File: src/spiq_pkg.sv
// Shared types, codes and helpers for the stable priority insert queue.
`default_nettype none

package spiq_pkg;

  // Default number of stored entries
  localparam int unsigned CAPACITY_DEF = 32;

  // Field widths
  localparam int unsigned TAG_W   = 16;
  localparam int unsigned LEVEL_W = 3;
  localparam int unsigned NUM_LEVELS = 4;

  // Level range accepted on insert
  localparam logic [LEVEL_W-1:0] LEVEL_MIN = 3'd1;
  localparam logic [LEVEL_W-1:0] LEVEL_MAX = 3'd4;

  // Operation codes
  typedef enum logic {
    OP_INSERT  = 1'b0,
    OP_READOUT = 1'b1
  } spiq_op_t;

  // Result status codes
  typedef enum logic [1:0] {
    ST_READ   = 2'd0,
    ST_ACCEPT = 2'd1,
    ST_FULL   = 2'd2,
    ST_EMPTY  = 2'd3
  } spiq_status_t;

  // Controller states
  typedef enum logic {
    SPIQ_IDLE,
    SPIQ_READ
  } spiq_state_t;

  // One stored entry
  typedef struct packed {
    logic [TAG_W-1:0]   tag;
    logic [LEVEL_W-1:0] level;
  } spiq_entry_t;

  // Clamp an insert level into 1..4
  function automatic logic [LEVEL_W-1:0] sat_level(input logic [LEVEL_W-1:0] lvl);
    logic [LEVEL_W-1:0] res;
    if (lvl < LEVEL_MIN) begin
      res = LEVEL_MIN;
    end else if (lvl > LEVEL_MAX) begin
      res = LEVEL_MAX;
    end else begin
      res = lvl;
    end
    return res;
  endfunction

  // Lowest set bit of a level mask
  function automatic logic [1:0] first_set(input logic [NUM_LEVELS-1:0] m);
    logic [1:0] res;
    if (m[0]) begin
      res = 2'd0;
    end else if (m[1]) begin
      res = 2'd1;
    end else if (m[2]) begin
      res = 2'd2;
    end else begin
      res = 2'd3;
    end
    return res;
  endfunction

endpackage

`default_nettype wire

File: src/spiq_store.sv
// Entry memory and link memory, both with registered reads.
`default_nettype none

module spiq_store #(
  parameter int unsigned CAPACITY = spiq_pkg::CAPACITY_DEF
) (
  input  wire                                   clk,
  // entry write
  input  wire                                   data_we,
  input  wire [(CAPACITY > 1 ? $clog2(CAPACITY) : 1)-1:0] data_waddr,
  input  wire spiq_pkg::spiq_entry_t            data_wdata,
  // link write
  input  wire                                   next_we,
  input  wire [(CAPACITY > 1 ? $clog2(CAPACITY) : 1)-1:0] next_waddr,
  input  wire [(CAPACITY > 1 ? $clog2(CAPACITY) : 1)-1:0] next_wdata,
  // shared read port
  input  wire                                   rd_en,
  input  wire [(CAPACITY > 1 ? $clog2(CAPACITY) : 1)-1:0] rd_addr,
  output spiq_pkg::spiq_entry_t                 rd_data,
  output logic [(CAPACITY > 1 ? $clog2(CAPACITY) : 1)-1:0] rd_next
);

  localparam int unsigned IDX_W = (CAPACITY > 1) ? $clog2(CAPACITY) : 1;

  spiq_pkg::spiq_entry_t mem_data [CAPACITY];
  logic [IDX_W-1:0]      mem_next [CAPACITY];

  spiq_pkg::spiq_entry_t rd_data_r;
  logic [IDX_W-1:0]      rd_next_r;

  // entry memory
  always_ff @(posedge clk) begin
    if (data_we) begin
      mem_data[data_waddr] <= data_wdata;
    end
    if (rd_en) begin
      rd_data_r <= mem_data[rd_addr];
    end
  end

  // link memory: slot of the following entry at the same level
  always_ff @(posedge clk) begin
    if (next_we) begin
      mem_next[next_waddr] <= next_wdata;
    end
    if (rd_en) begin
      rd_next_r <= mem_next[rd_addr];
    end
  end

  assign rd_data = rd_data_r;
  assign rd_next = rd_next_r;

endmodule

`default_nettype wire

File: src/spiq_ctrl.sv
// Controller: per-level linked lists, insert handling, readout walk, output register.
`default_nettype none

module spiq_ctrl #(
  parameter int unsigned CAPACITY = spiq_pkg::CAPACITY_DEF
) (
  input  wire                                   clk,
  input  wire                                   rst_n,
  // input channel
  input  wire                                   in_valid,
  output logic                                  in_ready,
  input  wire                                   in_op,
  input  wire [15:0]                            in_arrival_tag,
  input  wire [2:0]                             in_level,
  // result channel
  output logic                                  out_valid,
  input  wire                                   out_ready,
  output logic [15:0]                           out_tag,
  output logic [2:0]                            out_level,
  output logic [1:0]                            out_status,
  output logic                                  out_last,
  // memory side
  output logic                                  data_we,
  output logic [(CAPACITY > 1 ? $clog2(CAPACITY) : 1)-1:0] data_waddr,
  output spiq_pkg::spiq_entry_t                 data_wdata,
  output logic                                  next_we,
  output logic [(CAPACITY > 1 ? $clog2(CAPACITY) : 1)-1:0] next_waddr,
  output logic [(CAPACITY > 1 ? $clog2(CAPACITY) : 1)-1:0] next_wdata,
  output logic                                  rd_en,
  output logic [(CAPACITY > 1 ? $clog2(CAPACITY) : 1)-1:0] rd_addr,
  input  wire spiq_pkg::spiq_entry_t            rd_data,
  input  wire [(CAPACITY > 1 ? $clog2(CAPACITY) : 1)-1:0] rd_next
);

  localparam int unsigned IDX_W = (CAPACITY > 1) ? $clog2(CAPACITY) : 1;
  localparam int unsigned CNT_W = $clog2(CAPACITY + 1);
  localparam int unsigned NL    = spiq_pkg::NUM_LEVELS;

  spiq_pkg::spiq_state_t state_r, state_nxt;

  logic [CNT_W-1:0] count_r, count_nxt;
  logic [CNT_W-1:0] remain_r, remain_nxt;
  logic [IDX_W-1:0] rd_ptr_r, rd_ptr_nxt;
  logic [IDX_W-1:0] head_r [NL];
  logic [IDX_W-1:0] head_nxt [NL];
  logic [IDX_W-1:0] tail_r [NL];
  logic [IDX_W-1:0] tail_nxt [NL];
  logic [NL-1:0]    nonempty_r, nonempty_nxt;

  logic             out_valid_r, out_valid_nxt;
  logic [15:0]      out_tag_r, out_tag_nxt;
  logic [2:0]       out_level_r, out_level_nxt;
  logic [1:0]       out_status_r, out_status_nxt;
  logic             out_last_r, out_last_nxt;

  logic             out_free;
  logic             in_xfer;
  logic             is_full;
  logic             rd_done;
  logic [2:0]       lvl_sat;
  logic [1:0]       lvl_idx;
  logic [1:0]       first_lvl;
  logic [1:0]       cur_idx;
  logic [1:0]       next_lvl;
  logic [NL-1:0]    above_mask;
  logic [IDX_W-1:0] next_ptr;
  logic [IDX_W-1:0] slot;

  // handshake and shared terms
  assign out_free = !out_valid_r || out_ready;
  assign in_ready = (state_r == spiq_pkg::SPIQ_IDLE) && out_free;
  assign in_xfer  = in_valid && in_ready;
  assign is_full  = (count_r >= CNT_W'(CAPACITY));
  assign rd_done  = (remain_r == CNT_W'(1));
  assign slot     = count_r[IDX_W-1:0];

  // insert level and list selection
  assign lvl_sat   = spiq_pkg::sat_level(in_level);
  assign lvl_idx   = 2'(lvl_sat - 3'd1);
  assign first_lvl = spiq_pkg::first_set(nonempty_r);

  // readout walk: follow the link, or jump to the next non-empty level at a tail
  assign cur_idx    = 2'(rd_data.level - 3'd1);
  assign above_mask = NL'(4'b1110 << cur_idx);
  assign next_lvl   = spiq_pkg::first_set(nonempty_r & above_mask);
  assign next_ptr   = (rd_ptr_r == tail_r[cur_idx]) ? head_r[next_lvl] : rd_next;

  // next state
  always_comb begin
    state_nxt = state_r;
    case (state_r)
      spiq_pkg::SPIQ_IDLE: begin
        if (in_xfer && (in_op == spiq_pkg::OP_READOUT) && (count_r != '0)) begin
          state_nxt = spiq_pkg::SPIQ_READ;
        end
      end
      spiq_pkg::SPIQ_READ: begin
        if (out_free && rd_done) begin
          state_nxt = spiq_pkg::SPIQ_IDLE;
        end
      end
      default: state_nxt = spiq_pkg::SPIQ_IDLE;
    endcase
  end

  // datapath, memory commands and output register
  always_comb begin
    count_nxt      = count_r;
    remain_nxt     = remain_r;
    rd_ptr_nxt     = rd_ptr_r;
    head_nxt       = head_r;
    tail_nxt       = tail_r;
    nonempty_nxt   = nonempty_r;
    out_valid_nxt  = out_valid_r && !out_ready;
    out_tag_nxt    = out_tag_r;
    out_level_nxt  = out_level_r;
    out_status_nxt = out_status_r;
    out_last_nxt   = out_last_r;
    data_we        = 1'b0;
    data_waddr     = slot;
    data_wdata     = '{tag: in_arrival_tag, level: lvl_sat};
    next_we        = 1'b0;
    next_waddr     = tail_r[lvl_idx];
    next_wdata     = slot;
    rd_en          = 1'b0;
    rd_addr        = head_r[first_lvl];

    case (state_r)
      spiq_pkg::SPIQ_IDLE: begin
        if (in_xfer) begin
          out_tag_nxt   = '0;
          out_level_nxt = '0;
          out_last_nxt  = 1'b1;
          if (in_op == spiq_pkg::OP_INSERT) begin
            out_valid_nxt = 1'b1;
            if (is_full) begin
              out_status_nxt = spiq_pkg::ST_FULL;
            end else begin
              // append to the tail of this level's list
              out_status_nxt = spiq_pkg::ST_ACCEPT;
              data_we        = 1'b1;
              if (nonempty_r[lvl_idx]) begin
                next_we = 1'b1;
              end else begin
                head_nxt[lvl_idx] = slot;
              end
              tail_nxt[lvl_idx]     = slot;
              nonempty_nxt[lvl_idx] = 1'b1;
              count_nxt             = count_r + CNT_W'(1);
            end
          end else if (count_r == '0) begin
            out_valid_nxt  = 1'b1;
            out_status_nxt = spiq_pkg::ST_EMPTY;
          end else begin
            // start the walk at the most urgent non-empty level
            rd_en      = 1'b1;
            rd_ptr_nxt = head_r[first_lvl];
            remain_nxt = count_r;
          end
        end
      end
      spiq_pkg::SPIQ_READ: begin
        if (out_free) begin
          out_valid_nxt  = 1'b1;
          out_tag_nxt    = rd_data.tag;
          out_level_nxt  = rd_data.level;
          out_status_nxt = spiq_pkg::ST_READ;
          out_last_nxt   = rd_done;
          if (!rd_done) begin
            rd_en      = 1'b1;
            rd_addr    = next_ptr;
            rd_ptr_nxt = next_ptr;
            remain_nxt = remain_r - CNT_W'(1);
          end
        end
      end
      default: begin
        out_valid_nxt = 1'b0;
      end
    endcase
  end

  // control registers
  always_ff @(posedge clk) begin
    if (!rst_n) begin
      state_r     <= spiq_pkg::SPIQ_IDLE;
      count_r     <= '0;
      nonempty_r  <= '0;
      out_valid_r <= 1'b0;
    end else begin
      state_r     <= state_nxt;
      count_r     <= count_nxt;
      nonempty_r  <= nonempty_nxt;
      out_valid_r <= out_valid_nxt;
    end
  end

  // payload registers
  always_ff @(posedge clk) begin
    remain_r     <= remain_nxt;
    rd_ptr_r     <= rd_ptr_nxt;
    head_r       <= head_nxt;
    tail_r       <= tail_nxt;
    out_tag_r    <= out_tag_nxt;
    out_level_r  <= out_level_nxt;
    out_status_r <= out_status_nxt;
    out_last_r   <= out_last_nxt;
  end

  assign out_valid  = out_valid_r;
  assign out_tag    = out_tag_r;
  assign out_level  = out_level_r;
  assign out_status = out_status_r;
  assign out_last   = out_last_r;

endmodule

`default_nettype wire

File: src/stable_priority_insert_queue.sv
// Top level of the stable priority insert queue.
// Usage:
//   Input channel (in_valid/in_ready): in_op selects insert (0) or readout (1);
//   an insert carries in_arrival_tag and in_level (0 is taken as 1, 5..7 as 4).
//   Result channel (out_valid/out_ready): out_tag, out_level, out_status, out_last.
//   An insert answers with one result (accepted, or dropped when CAPACITY entries
//   are held); a readout returns every entry by level, oldest first within a
//   level, marking the final one, or one empty result when nothing is stored.
// Timing:
//   An insert or an empty readout gives its result the cycle after the
//   transfer, and the next item can transfer at the same edge as that result
//   is taken. A readout of N entries gives its first result through the memory
//   read register and then the output register, then one result per cycle while
//   out_ready stays high; the walk through the entry and link memories (one read
//   port) sets this pace, and the next item can transfer as its last is taken.
// Reset: rst_n (synchronous, active low) empties the queue; memory contents and
//   list pointers are not cleared, only the count, per-level list flags, state and out_valid.
// Stall: while out_ready is low a valid result is held, the walk pauses and no
//   item is taken.
`default_nettype none

module stable_priority_insert_queue #(
  parameter int unsigned CAPACITY = spiq_pkg::CAPACITY_DEF
) (
  input  wire        clk,
  input  wire        rst_n,
  input  wire        in_valid,
  output logic       in_ready,
  input  wire        in_op,
  input  wire [15:0] in_arrival_tag,
  input  wire [2:0]  in_level,
  output logic       out_valid,
  input  wire        out_ready,
  output logic [15:0] out_tag,
  output logic [2:0] out_level,
  output logic [1:0] out_status,
  output logic       out_last
);

  localparam int unsigned IDX_W = (CAPACITY > 1) ? $clog2(CAPACITY) : 1;

  logic                  data_we;
  logic [IDX_W-1:0]      data_waddr;
  spiq_pkg::spiq_entry_t data_wdata;
  logic                  next_we;
  logic [IDX_W-1:0]      next_waddr;
  logic [IDX_W-1:0]      next_wdata;
  logic                  rd_en;
  logic [IDX_W-1:0]      rd_addr;
  spiq_pkg::spiq_entry_t rd_data;
  logic [IDX_W-1:0]      rd_next;

  spiq_ctrl #(
    .CAPACITY (CAPACITY)
  ) u_ctrl (
    .clk            (clk),
    .rst_n          (rst_n),
    .in_valid       (in_valid),
    .in_ready       (in_ready),
    .in_op          (in_op),
    .in_arrival_tag (in_arrival_tag),
    .in_level       (in_level),
    .out_valid      (out_valid),
    .out_ready      (out_ready),
    .out_tag        (out_tag),
    .out_level      (out_level),
    .out_status     (out_status),
    .out_last       (out_last),
    .data_we        (data_we),
    .data_waddr     (data_waddr),
    .data_wdata     (data_wdata),
    .next_we        (next_we),
    .next_waddr     (next_waddr),
    .next_wdata     (next_wdata),
    .rd_en          (rd_en),
    .rd_addr        (rd_addr),
    .rd_data        (rd_data),
    .rd_next        (rd_next)
  );

  spiq_store #(
    .CAPACITY (CAPACITY)
  ) u_store (
    .clk        (clk),
    .data_we    (data_we),
    .data_waddr (data_waddr),
    .data_wdata (data_wdata),
    .next_we    (next_we),
    .next_waddr (next_waddr),
    .next_wdata (next_wdata),
    .rd_en      (rd_en),
    .rd_addr    (rd_addr),
    .rd_data    (rd_data),
    .rd_next    (rd_next)
  );

  // inserts and readout walks never overlap
  a_no_rw_overlap: assert property (@(posedge clk) disable iff (!rst_n)
    !(data_we && rd_en))
    else $error("memory write during readout walk");

  // a link is only written together with the entry it points to
  a_link_with_entry: assert property (@(posedge clk) disable iff (!rst_n)
    next_we |-> (data_we && (next_wdata == data_waddr)))
    else $error("link write without matching entry write");

  // every non-readout result ends its item
  a_single_marked_last: assert property (@(posedge clk) disable iff (!rst_n)
    (out_valid && (out_status != spiq_pkg::ST_READ)) |-> out_last)
    else $error("status result not marked last");

  // no item is taken in the cycle after a memory read is issued
  a_walk_start: assert property (@(posedge clk) disable iff (!rst_n)
    rd_en |=> !in_ready)
    else $error("input taken while read data pending");

endmodule

`default_nettype wire
File: config.mk
export PLATFORM = sky130hd
export DESIGN_NAME = stable_priority_insert_queue
export DESIGN_NICKNAME = d
export VERILOG_FILES = /design/src/spiq_pkg.sv /design/src/spiq_store.sv /design/src/spiq_ctrl.sv /design/src/stable_priority_insert_queue.sv
export SDC_FILE = /design/constraint.sdc
export NUM_CORES = 1
export LEC_CHECK = 0
export ABC_AREA = 1
export BUFFER_PORTS_ARGS = -buffer_cell sky130_fd_sc_hd__buf_2
export CAP_MARGIN = 40
export CORE_ASPECT_RATIO = 0.8
export CORE_MARGIN = 8
export CORE_UTILIZATION = 35
export CTS_CLUSTER_SIZE = 16
export DETAILED_ROUTE_END_ITERATION = 16
export GPL_ROUTABILITY_DRIVEN = 1
export GPL_TIMING_DRIVEN = 0
export PLACE_DENSITY = 0.52
export SYNTH_ARGS = -nofsm -noshare
export SYNTH_HDL_FRONTEND = slang
export SYNTH_SLANG_ARGS = --single-unit
export TNS_END_PERCENT = 20
File: constraint.sdc
create_clock -name clk -period 5.9 [get_ports clk]
set_input_delay 1.18 -clock clk [delete_from_list [all_inputs] [get_ports clk]]
set_output_delay 1.18 -clock clk [all_outputs]
set_load 0.05 [all_outputs]
# After elaboration in Yosys (flattened, before gate mapping)
# Memory sizes are Yosys's and may differ from the RTL's. A register that Yosys moved wholly into a read port is not among the register bits.
# Index checks and enable logic that the tools add are counted.
# W data, S select, Z words.
# word_totals
ramBits,768
output_inout_bits,24
regBits,85
word_cells,157
inputBits,24
memories,2
# op_classes
eq_ne,8
add_sub_neg,4
reduce_logical,18
shift,1
n_lt_le_gt_ge,10
bitwise,10
n_mux,86
# memory_table
name,depth,word_bits,rd,rd_clocked_by_memory_dff,write_ports,line,rtl
u_store.mem_data,32,19,1,1,1,spiq_store.sv:25,spiq_pkg::spiq_entry_t mem_data [CAPACITY];
u_store.mem_next,32,5,1,1,1,spiq_store.sv:26,logic [IDX_W-1:0] mem_next [CAPACITY];
# op_table
cell,count
$mux W5,18
$bmux W5 S2,4
$bwmux W20,2
$mux W16,2
$pmux W16 S2,1
$mux W1,30
$mux W6,5
$mux W2,9
$ge A3 B3 Y1 const B,4
$mux W3,4
$not A2 Y3,4
$pmux W6 S2,1
$demux W5 S2,1
$pmux W5 S2,1
$reduce_and A5 Y1,2
$logic_and A1 B1 Y1,8
$ne A2 B2 Y1 const B,4
$pmux W1 S2,4
$add A6 B1 Y6 const B,1
$eq A6 B1 Y1 const B,1
$ge A6 B6 Y1 const B,1
$logic_not A6 Y1,1
$lt A3 B1 Y1 const B,2
$pmux W3 S2,1
21 further kinds,26

# Logic depth before layout (Yosys ltp)
# Gate-level depths: netlist of run 1.
# logic_depth
ltp_word,14
ltp_mapped,23
ltp_nobuf,20

# By module
# Synthesis of run 1 repeated with hierarchy kept, for this count alone.
# hier_totals
cells_unflattened,3179
area_unflattened_um2,36522.5
# modules_own_cells
mod,cells_each,area_each_um2,instances,seq_area_each_um2
spiq_store,2714,32242.2,1,23782.8
spiq_ctrl,465,4280.4,1,2432.3

# Least setup slack after synthesis of run 1
# OpenSTA, ideal clock, no wires.
# synth_timing
kind,input to register
startpoint,input port out_ready
endpoint,"memory u_store.mem_data[19][0] (netlist bit), enable pin"
arrival_time_ps,3785
setup_ps,419
t_required_ps,5481
path_buffers,1
path_stages,7
path_slack_ps,1696
cell_sequence,nor2_1 > nor2_1 > nand2_1 > inv_1 > nand2_1 > clkbuf_1 > nor3_1
# synth_via
elab_chain_cells,7
# synth_rtl
item,line,rtl
"start, declared",stable_priority_insert_queue.sv:33,"input wire out_ready,"
$logic_or A1 B1 Y1,spiq_ctrl.sv:70,assign out_free = !out_valid_r || out_ready;
$logic_and A1 B1 Y1,spiq_ctrl.sv:71,assign in_ready = (state_r == spiq_pkg::SPIQ_IDLE) && out_free;
named net in_ready,stable_priority_insert_queue.sv:28,"output logic in_ready,"
$logic_and A1 B1 Y1,spiq_ctrl.sv:72,assign in_xfer = in_valid && in_ready;
$mux W1,spiq_ctrl.sv:130,if (in_xfer) begin
$mux W1,spiq_ctrl.sv:128,case (state_r)
$mux W1,spiq_store.sv:33,if (data_we) begin
$mux W1 (implied by the code),spiq_store.sv:34,mem_data[data_waddr] <= data_wdata;
"end, declared",spiq_store.sv:25,
# The timed path passes the listed nets, and every way through them passes these cells.

==> results.ini, run 1 <==
[grt]
overflow=0
grt_pass1_vias=25070
antenna_found_initial=5
grt_max_degree=33
grt.total_usage=0.195
grt_pass1_wl_um=175000

[setup_path]
crit_family=simple AND/OR/NAND/NOR gates
end_kind=register
r2r_slack_ns=1.25
cp.arrival_ns=5.08
r2r-end=u_store.rd_data[7]
crit_type=in2reg
cpMostUsedCell=inv_1
cp-endpoint=u_store.mem_next[18][1]
cpPeakStageDelay_ns=0.72
r2r.worst_path.cells=19
critPathLaunch=in_level[1]
path_max_fanout=12
start_kind=primary input
required_ns=6.20
cp_cell_sequence=buf_2 > inv_1 > o21ai_0 > inv_1 > clkbuf_2 > ha_1 > inv_1 > a32oi_1 > inv_1 > nor2_1 > nand2_1 > nor2_1
cp.buffers_inverters=6
worst-path-stages=12
r2r_start=u_store.rd_data[0]
cp_slowest_cell=nor2_1

[synthesis]
synthTopCellsByCount=879 x nand2_1, 873 x nand3_1, 865 x edfxtp_1
ys_async_sr_fraction=0
syn_area_um2=39100
synth_simple_gate_area_share=0.207
synth_seq_area_share=0.671
syn_avg_cell_area_um2=10.1
synthMuxAreaShare=0
ys_top_cells_by_area=edfxtp_1 66%, nand3_1 11%, nand2_1 8.4%
syn_inst=3867
ys_warn_count=0
yosys.area_share.adder=0.00352
synth_compound_area_frac=0.0105
synth-edff-count=865
synth.most_common_cell=nand2_1
syn_nets=3902
yosys.area.top_type=edfxtp_1
synth_top_family_by_area=simple AND/OR/NAND/NOR gates
synthFlopType=edfxtp_1
ys_ff_latch=877
synth_xor_area_frac=0.000672
ys_types=35
synth_top_area_share=0.664

[route]
route.detailed.drc=0
ant_nets=0
via_count=27451
first_pass_iters=5
drt-initial-drc-count=3080
wl_per_cell_um=21.7
post_drt_via_cell_ratio=4.87
finalWirelength_um=122000

[floorplan]
start_util=0.353
dieArea_um2=123000
dieWidth_um=390
rows=109
core_region_area_um2=111000
fp.dieH_um=315
io_pins=48

[place]
place_ws_ns=0.590
portBuffers=47
hpwl_um=86600
gp_congestion=0.910

[timing]
fmax_mhz=209
finalCriticalPeriod_ns=4.78
setup_viol=0
finalHoldViolations=0
finClkSkew_ns=0.0486
fin_hold_ws_ns=0.481
slew_headroom=0.296
fin_ws_ns=1.12
finalMaxSlewViolations=0
grt_setup_unrepaired=no
worst_pin_slew_ns=1.06
period_share=0.810

[clock_tree]
cts_tree=yes
cts_buffers=91
cts_resized=0
cts_sinks=877
clock_path_buffers=3
cts-hold-fix-buffers=0
cts_root_buf=clkbuf_16
clk_pin_slew_ns=0.06
clk_latency_ns=0.71
cts_setup_buffers=0
h-tree-depth=3

[power]
p_leak_uw=0.0193
power.density_nw_per_um2=328
ir_drop_mv=0.223

[worst_hold_path]
worstHoldStart=u_ctrl.nonempty_r[3]
min_path_type=reg2reg

[finish]
nNetsFinal=4096
drive_gt1_frac=0.0990
area_growth_pct=15.3

[run_status]
outcome=completed

[flow_run]
drv_cap=0

-- metrics by stage --
step           instances  area [um2]  utilization  TNS, ns  power [uW]
2_1_floorplan       3867       39100            -        0        8200
3_3_place_gp        5412       41200        0.373  -163.78        9110
3_5_place_dp        5465       42200        0.381        0        9150
4_1_cts             5630       45100        0.407        0       14800
5_1_grt             5631       45100        0.407        0       15200
6_report            5634       45100        0.407        0       14800
-- where the power goes --
| part | switching (uW) | internal, uW |
|---|---|---|
| combinational | 1590 | 518 |
| sequential | 34.3 | 6920 |
| clock | 2500 | 3200 |
| total | 4130 | 10600 |
-- worst reg2reg max path: stages, from the launching register on --
cell,delay (ns)
edfxtp_1,0.48
ha_1,0.44
inv_2,0.16
nand3_1,0.12
nand2_1,0.08
nand2_1,0.04
nand2_1,0.09
nand2_1,0.10
nor2_4,0.14
nand2_2,0.09
inv_2,0.13
o21ai_2,0.09
o21ai_2,0.61
buf_2,0.59
buf_2,0.34
nand3_1,0.15
nand3_1,0.23
nand2_1,0.17
nand2_1,0.10
nand2_1,0.18
-- how the worst min path moves through the flow --
stage,depth (start not counted),slack (ns),endpoint
4_1_cts,2,0.48,u_ctrl.nonempty_r[3]
5_1_grt,2,0.52,u_ctrl.nonempty_r[3]
3_3_place_gp,2,0.46,u_ctrl.nonempty_r[3]
2_1_floorplan,2,0.44,u_ctrl.nonempty_r[3]
6_report,2,0.48,u_ctrl.nonempty_r[3]
3_5_place_dp,2,0.47,u_ctrl.nonempty_r[3]
-- cell families after synthesis --
kind of cell,count (synthesis)
and+or+nand+nor,1861
buffers and inverters,1046
DFF,877
AOI/OAI and AO/OA,69
adders and majority gates,11
xor gates and xnor gates,3
-- layer usage --
metal,part of all wire,global-route usage
met3,0.089,0.0418
met2,0.41,0.281
met5,0.00022,0
met4,0.020,0.0425
met1,0.48,0.299
-- cells in the final DEF, fill, tap and decap left out, types with 17 or more instances in the layout --
master       n
a21oi_1     18
buf_2      149
buf_4       21
buf_8       28
clkbuf_1    72
clkbuf_16   92
clkinv_1    21
clkinv_2    17
edfxtp_1   865
inv_1      852
nand2_1    879
nand3_1    873
nor2_1      68
nor2_2      30
o21ai_0     28
-- flip-flops by register name, indices dropped and copies added (netlist names) --
signal / count
u_ctrl.head_r: 20
u_store.mem_next: 160
u_ctrl.out_last: 1
u_ctrl.nonempty_r: 4
u_ctrl.remain_r: 6
u_ctrl.out_status: 2
u_ctrl.state_r: 1
u_store.mem_data: 608
u_ctrl.tail_r: 20
u_store.rd_next: 5
u_store.rd_data: 19
u_ctrl.out_valid: 1
u_ctrl.count_r: 6
u_ctrl.rd_ptr_r: 5
u_ctrl.out_tag: 16
u_ctrl.out_level: 3
-- layout make-up --
cell class                      instances  area (um2)
Antenna cell                            3        7.51
Buffer                                190         988
Clock buffer                          111        2390
Clock inverter                         54         502
Fill cell                           10777       65500
Inverter                              856        3210
Multi-Input combinational cell       1944        8780
Sequential cell                       877       26200
Tap cell                             1498        1870
Timing Repair Buffer                  101        1090
Power figures use the tool's default switching activity.
==> run 2, diff against run 1 <==
- clock period: 5.9 -> 4.64 ns (I/O delays scaled with it)
==> results.ini, run 2 (same netlist as run 1, synthesis figures left out) <==
[finish]
fill_cells=10772
drive_gt1_frac=0.101
seqCellArea_um2=26200
multi_input_area_um2=8810
area_growth_pct=15.4
largest_reg_flops=608
final_cell_mix=879 x nand2_1, 873 x nand3_1, 865 x edfxtp_1
top_regs=u_store.mem_data x608, u_store.mem_next x160
nNetsFinal=4096
top_register=u_store.mem_data
final_common_cell=nand2_1

[setup_path]
required_ns=4.94
r2r_start=u_store.rd_data[0]
crit_type=in2reg
r2r_slack_ns=0.17
end_kind=register
path_max_fanout=12
start_kind=primary input
cp.arrival_ns=4.80
r2r.worst_path.cells=19
r2r-end=u_store.rd_data[7]

[grt]
antenna_found_initial=6
grt_max_degree=33
grt.total_usage=0.195
overflow=0
grt_pass1_wl_um=175000
grt_pass1_vias=25070

[route]
post_drt_via_cell_ratio=4.88
drt-initial-drc-count=3044
ant_nets=0
finalWirelength_um=122000
route.detailed.drc=0
first_pass_iters=6
wl_per_cell_um=21.7
via_count=27473

[timing]
finalMaxSlewViolations=0
fin_ws_ns=0.136
finClkSkew_ns=0.0496
finalSetupTns_ns=0
finalHoldViolations=0
fmax_mhz=222
grt_setup_unrepaired=yes
slew_headroom=0.291
period_share=0.971
worst_pin_slew_ns=1.06
setup_viol=0
finalCriticalPeriod_ns=4.50

[floorplan]
start_util=0.353
rows=109
dieWidth_um=390
fp.dieH_um=315
dieArea_um2=123000
core_region_area_um2=111000
io_pins=48

[clock_tree]
clock_path_buffers=3
h-tree-depth=3
cts_resized=0
cts_tree=yes
clk_latency_ns=0.71
cts-hold-fix-buffers=0
clk_pin_slew_ns=0.06
cts_buffers=91
cts_root_buf=clkbuf_16
cts_setup_buffers=0
cts_sinks=877

[worst_hold_path]
min_path_type=reg2reg
hold_end=u_ctrl.nonempty_r[3]
worstHoldStart=u_ctrl.nonempty_r[3]
whs_path_depth=2

[place]
hpwl_um=86600
place_ws_ns=-0.418
gp_congestion=0.910
portBuffers=47

[run_status]
outcome=completed

[power]
power.density_nw_per_um2=417
ir_drop_mv=0.285
finalPower_uw=18800
p_leak_uw=0.0193

[flow_run]
drv_cap=0

run 2: cell types whose count changed in the layout (fill, tap and decap cells not counted):
cell,before,now
clkbuf_1,72,71
o21ai_4,0,1
o21ai_2,3,2
diode_2,3,2
nor2_4,4,5
clkbuf_2,2,3
nor2_2,30,37
nor2_1,68,60
run 2: cell type report:
cell class / count / area share
multi-input combinational: 1944 / 0.195
tap: 1498 / 0.0416
timing repair buffer: 101 / 0.0242
clock buffer: 111 / 0.0531
buffer: 190 / 0.0219
inverter: 856 / 0.0712
clock inverter: 54 / 0.0111
antenna: 2 / 0.000111
sequential: 877 / 0.581
run 2: metrics by stage:
step | instances | hold slack, ns | area [um2] | util
4_1_cts | 5630 | 0.474 | 45100 | 0.407
3_3_place_gp | 5412 | 0.460 | 41200 | 0.373
3_5_place_dp | 5465 | 0.472 | 42200 | 0.381
5_1_grt | 5631 | 0.506 | 45100 | 0.408
6_report | 5633 | 0.482 | 45100 | 0.408
2_1_floorplan | 3867 | 0.441 | 39100 | -
run 2: critical path, stage by stage:
cell and delay [ns]:
buf_2 0.08, inv_1 0.06, o21ai_0 0.56, inv_1 0.20, clkbuf_2 0.32, ha_1 0.52, inv_1 0.20, a32oi_1 0.50
inv_1 0.09, nor2_1 0.14, nand2_1 0.47, nor2_1 0.73
run 2: where the power goes:
part           internal, uW  switching, uW  leakage, uW
Sequential             8800           43.2      0.00791
Clock                  4070           3190      0.00142
Combinational           659           2030      0.00999
run 2: how the worst max path moves through the flow:
stage | from | to | slack [ns] | depth (start not counted)
6_report | in_level[1] | u_store.mem_next[18][1] | 0.14 | 12
5_1_grt | in_level[1] | u_store.mem_next[19][1] | -0.10 | 14
4_1_cts | u_store.rd_data[0] | u_store.rd_data[7] | 0.10 | 19
3_5_place_dp | in_level[1] | u_store.mem_next[0][0] | -0.42 | 14
3_3_place_gp | in_level[2] | u_store.mem_next[0][0] | -2.13 | 11
2_1_floorplan | out_ready | u_store.mem_data[19][0] | 0.69 | 7
run 2: layer usage:
layer | global-route usage | vias to the layer above | share of wire
met3 | 0.0418 | 147 | 0.093
met2 | 0.281 | 1086 | 0.41
met5 | 0 | - | 0.00011
met4 | 0.0425 | 2 | 0.020
met1 | 0.299 | 13304 | 0.47
li1 | - | 12934 | -
